<file path="config.mk">
export PLATFORM = sky130hd
export DESIGN_NAME = dwsp_lane
export DESIGN_NICKNAME = d
export VERILOG_FILES = /design/src/rtl/dwsp_pkg.sv /design/src/rtl/dwsp_lane.sv
export SDC_FILE = /design/constraint.sdc
export NUM_CORES = 2
export LEC_CHECK = 0
export BUFFER_PORTS_ARGS = -buffer_cell sky130_fd_sc_hd__buf_2
export CORE_ASPECT_RATIO = 1.2
export CORE_MARGIN = 4
export CORE_UTILIZATION = 55
export CTS_CLUSTER_DIAMETER = 50
export CTS_CLUSTER_SIZE = 24
export DETAILED_ROUTE_END_ITERATION = 10
export HOLD_SLACK_MARGIN = 0.05
export PLACE_DENSITY_LB_ADDON = 0.05
export SLEW_MARGIN = 0
export SYNTH_ARGS = -nofsm -noshare
export SYNTH_HDL_FRONTEND = slang
export SYNTH_SLANG_ARGS = --single-unit
export TNS_END_PERCENT = 5
</file>
<file path="constraint.sdc">
create_clock -name clk -period 21.8 [get_ports clk]
set_clock_uncertainty 0.05 [all_clocks]
set_input_delay 0 -clock clk [delete_from_list [all_inputs] [get_ports clk]]
set_output_delay 0 -clock clk [all_outputs]
set_load 0.02 [all_outputs]
</file>
<file path="src/rtl/dwsp_pkg.sv">
// shared constants, register index codes and control types for the
// dual wheel speed controller; no dependencies
package dwsp_pkg;

	localparam int SPEED_WIDTH     = 16;
	localparam int SUM_WIDTH       = 32;
	localparam int DUTY_WIDTH      = 10;
	localparam int GAIN_WIDTH      = 16;
	localparam int PWM_WIDTH       = 10;
	localparam int FRAC_BITS       = 12;
	localparam int CFG_INDEX_WIDTH = 3;
	localparam int CFG_DATA_WIDTH  = 16;

	// magnitude of the most negative speed needs one more bit, the error one more
	localparam int ERR_WIDTH  = SPEED_WIDTH + 2;
	localparam int DIFF_WIDTH = ERR_WIDTH + 1;
	localparam int SAT_WIDTH  = ((SUM_WIDTH > ERR_WIDTH) ? SUM_WIDTH : ERR_WIDTH) + 1;
	localparam int ACC_WIDTH  = GAIN_WIDTH + ((SUM_WIDTH > DIFF_WIDTH) ? SUM_WIDTH : DIFF_WIDTH) + 3;
	localparam int LIM_WIDTH  = (PWM_WIDTH > DUTY_WIDTH) ? PWM_WIDTH : DUTY_WIDTH;

	localparam logic [CFG_INDEX_WIDTH-1:0] REG_KP_LEFT  = CFG_INDEX_WIDTH'(0);
	localparam logic [CFG_INDEX_WIDTH-1:0] REG_KI_LEFT  = CFG_INDEX_WIDTH'(1);
	localparam logic [CFG_INDEX_WIDTH-1:0] REG_KD_LEFT  = CFG_INDEX_WIDTH'(2);
	localparam logic [CFG_INDEX_WIDTH-1:0] REG_KP_RIGHT = CFG_INDEX_WIDTH'(3);
	localparam logic [CFG_INDEX_WIDTH-1:0] REG_KI_RIGHT = CFG_INDEX_WIDTH'(4);
	localparam logic [CFG_INDEX_WIDTH-1:0] REG_KD_RIGHT = CFG_INDEX_WIDTH'(5);
	localparam logic [CFG_INDEX_WIDTH-1:0] REG_PWM_MAX  = CFG_INDEX_WIDTH'(6);

	localparam logic [GAIN_WIDTH-1:0] KP_LEFT_RST  = GAIN_WIDTH'(67);
	localparam logic [GAIN_WIDTH-1:0] KI_LEFT_RST  = GAIN_WIDTH'(0);
	localparam logic [GAIN_WIDTH-1:0] KD_LEFT_RST  = GAIN_WIDTH'(430);
	localparam logic [GAIN_WIDTH-1:0] KP_RIGHT_RST = GAIN_WIDTH'(67);
	localparam logic [GAIN_WIDTH-1:0] KI_RIGHT_RST = GAIN_WIDTH'(0);
	localparam logic [GAIN_WIDTH-1:0] KD_RIGHT_RST = GAIN_WIDTH'(422);
	localparam logic [PWM_WIDTH-1:0]  PWM_MAX_RST  = PWM_WIDTH'(400);

	typedef struct packed {
		logic load_s1;
		logic load_s2;
	} dwsp_ctl_t;

endpackage

</file>
<file path="src/rtl/dwsp_lane.sv">
// one wheel lane: error, saturating error sum and pid products in stage 1,
// duty accumulate, clamp and rounding in stage 2; depends on dwsp_pkg
module dwsp_lane import dwsp_pkg::*; (
	input  logic                          clk,
	input  logic                          arst_n,
	input  dwsp_ctl_t                     ctl,
	input  logic signed [SPEED_WIDTH-1:0] desired,
	input  logic signed [SPEED_WIDTH-1:0] measured,
	input  logic [GAIN_WIDTH-1:0]         kp,
	input  logic [GAIN_WIDTH-1:0]         ki,
	input  logic [GAIN_WIDTH-1:0]         kd,
	input  logic [DUTY_WIDTH-1:0]         limit,
	output logic [DUTY_WIDTH-1:0]         duty,
	output logic                          reverse
);

	logic signed [SUM_WIDTH-1:0]              err_sum_q;
	logic signed [ERR_WIDTH-1:0]              last_err_q;
	logic [DUTY_WIDTH-1:0]                    duty_q;
	logic signed [ACC_WIDTH-1:0]              pid_s1;
	logic                                     rev_s1;
	logic                                     rev_s2;

	logic signed [ERR_WIDTH-1:0]              des_x;
	logic signed [ERR_WIDTH-1:0]              mag;
	logic signed [ERR_WIDTH-1:0]              err;
	logic signed [DIFF_WIDTH-1:0]             diff;
	logic signed [GAIN_WIDTH+ERR_WIDTH:0]     p_prod;
	logic signed [GAIN_WIDTH+SUM_WIDTH:0]     i_prod;
	logic signed [GAIN_WIDTH+DIFF_WIDTH:0]    d_prod;
	logic signed [ACC_WIDTH-1:0]              pid;
	logic signed [SAT_WIDTH-1:0]              sum_w;
	logic signed [SUM_WIDTH-1:0]              sum_sat;

	logic signed [ACC_WIDTH:0]                acc;
	logic signed [ACC_WIDTH:0]                lim_sh;
	logic [DUTY_WIDTH+1:0]                    rq;
	logic [DUTY_WIDTH-1:0]                    duty_next;

	// stage 1: error terms and products
	always_comb begin
		des_x  = ERR_WIDTH'(desired);
		mag    = des_x[ERR_WIDTH-1] ? -des_x : des_x;
		err    = mag - ERR_WIDTH'(measured);
		diff   = DIFF_WIDTH'(err) - DIFF_WIDTH'(last_err_q);
		p_prod = $signed({1'b0, kp}) * err;
		i_prod = $signed({1'b0, ki}) * err_sum_q;
		d_prod = $signed({1'b0, kd}) * diff;
		pid    = ACC_WIDTH'(p_prod) + ACC_WIDTH'(i_prod) + ACC_WIDTH'(d_prod);
		sum_w  = SAT_WIDTH'(err_sum_q) + SAT_WIDTH'(err);
		// saturate when the upper bits do not all match the sign
		if (sum_w[SAT_WIDTH-1:SUM_WIDTH-1] == '0 || sum_w[SAT_WIDTH-1:SUM_WIDTH-1] == '1) begin
			sum_sat = sum_w[SUM_WIDTH-1:0];
		end else begin
			sum_sat = {sum_w[SAT_WIDTH-1], {(SUM_WIDTH-1){~sum_w[SAT_WIDTH-1]}}};
		end
	end

	always_ff @(posedge clk or negedge arst_n) begin
		if (!arst_n) begin
			err_sum_q  <= '0;
			last_err_q <= '0;
		end else if (ctl.load_s1) begin
			err_sum_q  <= sum_sat;
			last_err_q <= err;
		end
	end

	always_ff @(posedge clk) begin
		if (ctl.load_s1) begin
			pid_s1 <= pid;
			rev_s1 <= desired[SPEED_WIDTH-1];
		end
	end

	// stage 2: add to stored duty, clamp, round half up
	always_comb begin
		acc    = (ACC_WIDTH+1)'($signed({1'b0, duty_q, {FRAC_BITS{1'b0}}})) +
			(ACC_WIDTH+1)'(pid_s1);
		lim_sh = (ACC_WIDTH+1)'($signed({1'b0, limit, {FRAC_BITS{1'b0}}}));
		rq     = ({1'b0, acc[FRAC_BITS+DUTY_WIDTH-1:FRAC_BITS-1]} + (DUTY_WIDTH+2)'(1)) >> 1;
		priority if (acc <= 0) begin
			duty_next = '0;
		end else if (acc >= lim_sh) begin
			duty_next = limit;
		end else if (rq > (DUTY_WIDTH+2)'(limit)) begin
			duty_next = limit;
		end else begin
			duty_next = rq[DUTY_WIDTH-1:0];
		end
	end

	always_ff @(posedge clk or negedge arst_n) begin
		if (!arst_n) begin
			duty_q <= '0;
		end else if (ctl.load_s2) begin
			duty_q <= duty_next;
		end
	end

	always_ff @(posedge clk) begin
		if (ctl.load_s2) begin
			rev_s2 <= rev_s1;
		end
	end

	assign duty    = duty_q;
	assign reverse = rev_s2;

endmodule

</file>
==> metrics.md <==
| Metric | Value |
|---|---|
| Post-route DRC violation count | 0 |
| Compound-Gate Fraction of Synth Area | under 10% |
| Adder-cell share of the synthesized area | between 50% and 60% |
| CP Data Required Time | 22.01 ns |
| Family with the most delay on the worst path | adder cells |
| Synth async-reset ratio | roughly 53% |
| Total area of sequential cells | 3090 sq um |
| Crit-path slowest cell | a221o_1 |
| Initial DRC count | 2382 |
| Clock sinks | 113 |
| Footprint of the multi-input gates | 43300 sq um |
| GPL Wtd Cong | 0.935 |
| CTS clk-pin slew, worst paths | 0.08 ns |
| Most common cell after layout, fill and taps aside | inv_1 |
| Layout area overhead | 4.99% |
| Worst setup path startpoint | desired[15] |
| Setup bufs post-CTS | 0 |
| Worst setup EP type | flip-flop |
| Final ANT Viol Nets | 0 |
| Status | finished, final reports clean |
| Gr ovfl total | 0 |
| Rows | between 100 and 150 |
| Vias | roughly 38000 |
| CP Launch Type | input port |
| Fmax | around 73 MHz |
| Syn Nets | between 7000 and 8000 |
| CP max FO | 23 |
| Max H-tree Level | 4 |
| PortBufs | 104 |
| CP Data Arrival Time | 13.82 ns |
| EDFF count, synth | 53 |
| Multiplexer share of the synthesized area | less than 1% |
| Period utilization | 62.4% |
| Die H | 347 microns |
| IO Count | 105 |
| Min Tclk post-route | 13.61 ns |
| Warnings, synthesis | 0 |
| Synth Cell Area | 52500 sq um |
| Worst skew pair latency | 0.54 ns |
| Pin count of the biggest net entering global routing | 67 |
| Unrepaired setup endpoints after global routing | no |
| Fillcell total | 8474 |
| Share of cells above drive strength 1 | 4.07% |
| Post-Synthesis Cells | approximately 5700 |
| Leading area contributor after synthesis | fa_1 |
| Wirelength, routed | 143 mm |
| Synth Flop Type | dfrtp_1 |
| Post-Synth Simple-Gate Area | between 10 and 15% |
| Core area | ~94000 sq um |
| Setup slack, reg-to-reg | between 9 and 10 ns |
| Final setup vio count | 0 |
| CTS buffer count | 17 |
| Wirelength per Cell | 20.7 microns |
| HPWL after detailed placement | between 100 and 150 mm |
| Max Cap Viol | 0 |
| Setup CP Type | in -> reg |
| Setup_tns | 0 ns |
| Die width | 290 microns |
| Final net count | 7394 |
| Area share of the largest cell type after synthesis | 49.5% |
| Synth Area in XOR/XNOR | between 2 and 3% |
| Delay of the slowest critical-path stage | around 0.76 ns |
| Detailed Routing Iterations Pass 1 | 5 |
| Endpoints failing hold | 0 |
| Die ar. | 101000 sq um |
| Yosys cell types | 82 |
| CTS tree | done |
| Initial antenna violation count | 6 |
| Most frequent CP cell | fa_1 |
| Dpl cell area | ~54000 sq um |
| Seq/Total Area, Yosys | 5.89% |
| Root buffer cell | clkbuf_16 |
| Mean Syn Cell Area | 9.29 sq um |
| Worst slew pin tran | 1.17 ns |
| Number of synthesized register bits | 113 |
| Vias per cell | 5.50 |
| Finished Cell Area | 55100 sq um |
| Starting density of the core | 55.8% |
| Vias in the first global route | a little over 40000 |
| R2R Path Start | last_err_q[0] |
| Tot GR Track Use | around 30% |
| Worst slew margin relative to its limit | 22.1% |
| Largest family of logic cells by synthesized area | adder cells |
| First-pass GRT wire length | about 230 mm |
| Synth top area cells | fa_1 (50%), inv_1 (10%), ha_1 (8.6%), and2_1 (6.2%), nand2_1 (4.8%) |
| Most frequent cells in the layout | inv_1 (1438), fa_1 (1300), nand2_1 (665), and2_1 (521), ha_1 (361) |
| Pins Over Slew Limit | 0 |
| Buf/Inv on CP | 9 |
| HP Class | in -> async |
| Clock Tree Buf Depth | 2 |
## path summary, 6_finish.rpt
check / depth (start not counted) / endpoint
setup / recovery: 49 / pid_s1[47]
hold / removal: 3 / last_err_q[6]
setup reg to reg: 41 / pid_s1[47]
hold reg to reg: 1 / last_err_q[13]
max in group asynchronous: 3 / duty[7]
min in group clk: 7 / last_err_q[10]
## synthesized netlist by cell type, drive strengths merged (4+ instances only)
master / count
xor2: 47
or4: 7
o31a: 4
a211oi: 13
clkbuf: 210
nor2: 81
o21a: 15
a311o: 4
fa: 1300
a311oi: 5
nand2: 665
nor3: 21
o21ai: 112
a21oi: 145
dfrtp: 60
nand4: 26
o31ai: 10
a2111oi: 11
and4: 10
xnor2: 116
o221ai: 11
a21o: 60
edfxtp: 53
o21bai: 27
or3: 9
and2: 522
and3: 24
nand4b: 7
or2: 6
nor2b: 59
o311ai: 5
mux2: 9
nor4: 15
nand2b: 18
a21boi: 8
ha: 361
o22ai: 29
a221oi: 5
o211ai: 8
nand3: 46
inv: 1438
maj3: 13
buf: 8
a31oi: 15
## metrics by stage
step,util (%),setup slack [ns],hold WS [ns],std cells
2_1_floorplan,-,9.50,-0.346,5657
3_5_place_dp,57.7,8.03,-0.0900,6846
6_report,58.6,8.19,0.216,6909
3_3_place_gp,57.7,8.24,-0.0878,6846
5_1_grt,58.5,7.19,0.254,6902
4_1_cts,58.5,8.20,0.192,6902
## worst min-delay path: cells and delay by family
kind     cells  cell delay (ns)
buf+inv      3             1.29
## layout make-up
cell class / instances / share of cell area, %
inverter: 1438 / 9.79
clock buffer: 17 / 0.771
multi-input combinational: 3888 / 78.6
clock inverter: 15 / 0.270
sequential: 113 / 5.61
tap: 1250 / 2.84
timing repair buffer: 181 / 2.11
antenna: 7 / 0.0318
## cell families after synthesis
kind of cell,Yosys count
other cells,1
mux,12
flops,113
fa+ha+maj,1674
xor+xnor,163
buf+inv,1656
simple gates,1524
compound gates,514
## flip-flops by register name, summed over array words and instances (netlist names)
register	flops
last_err_q	18
reverse	1
err_sum_q	32
duty	10
pid_s1	51
rev_s1	1
## what timing repair did
| item | in CTS | in global routing |
|---|---|---|
| hold buffers | 24 | 0 |
| endpoints found under the setup margin | 0 | 0 |
| gates resized for setup | 0 | 0 |
| hold endpoints to repair | 80 | 0 |
## layer usage
layer  part of all wire [%]  track usage [%]  wire, microns  up-vias
met4                    2.0             6.78           2880        0
met2                     47             48.3          67400     1121
met3                    6.1             3.75           8710      179
li1                       -                -              -    16800
met1                     45             42.6          64000    19900
met5                      0                0              0        -
Power is not shown: default switching activity piles up to over one toggle a cycle in this logic, so the estimate is an artifact.
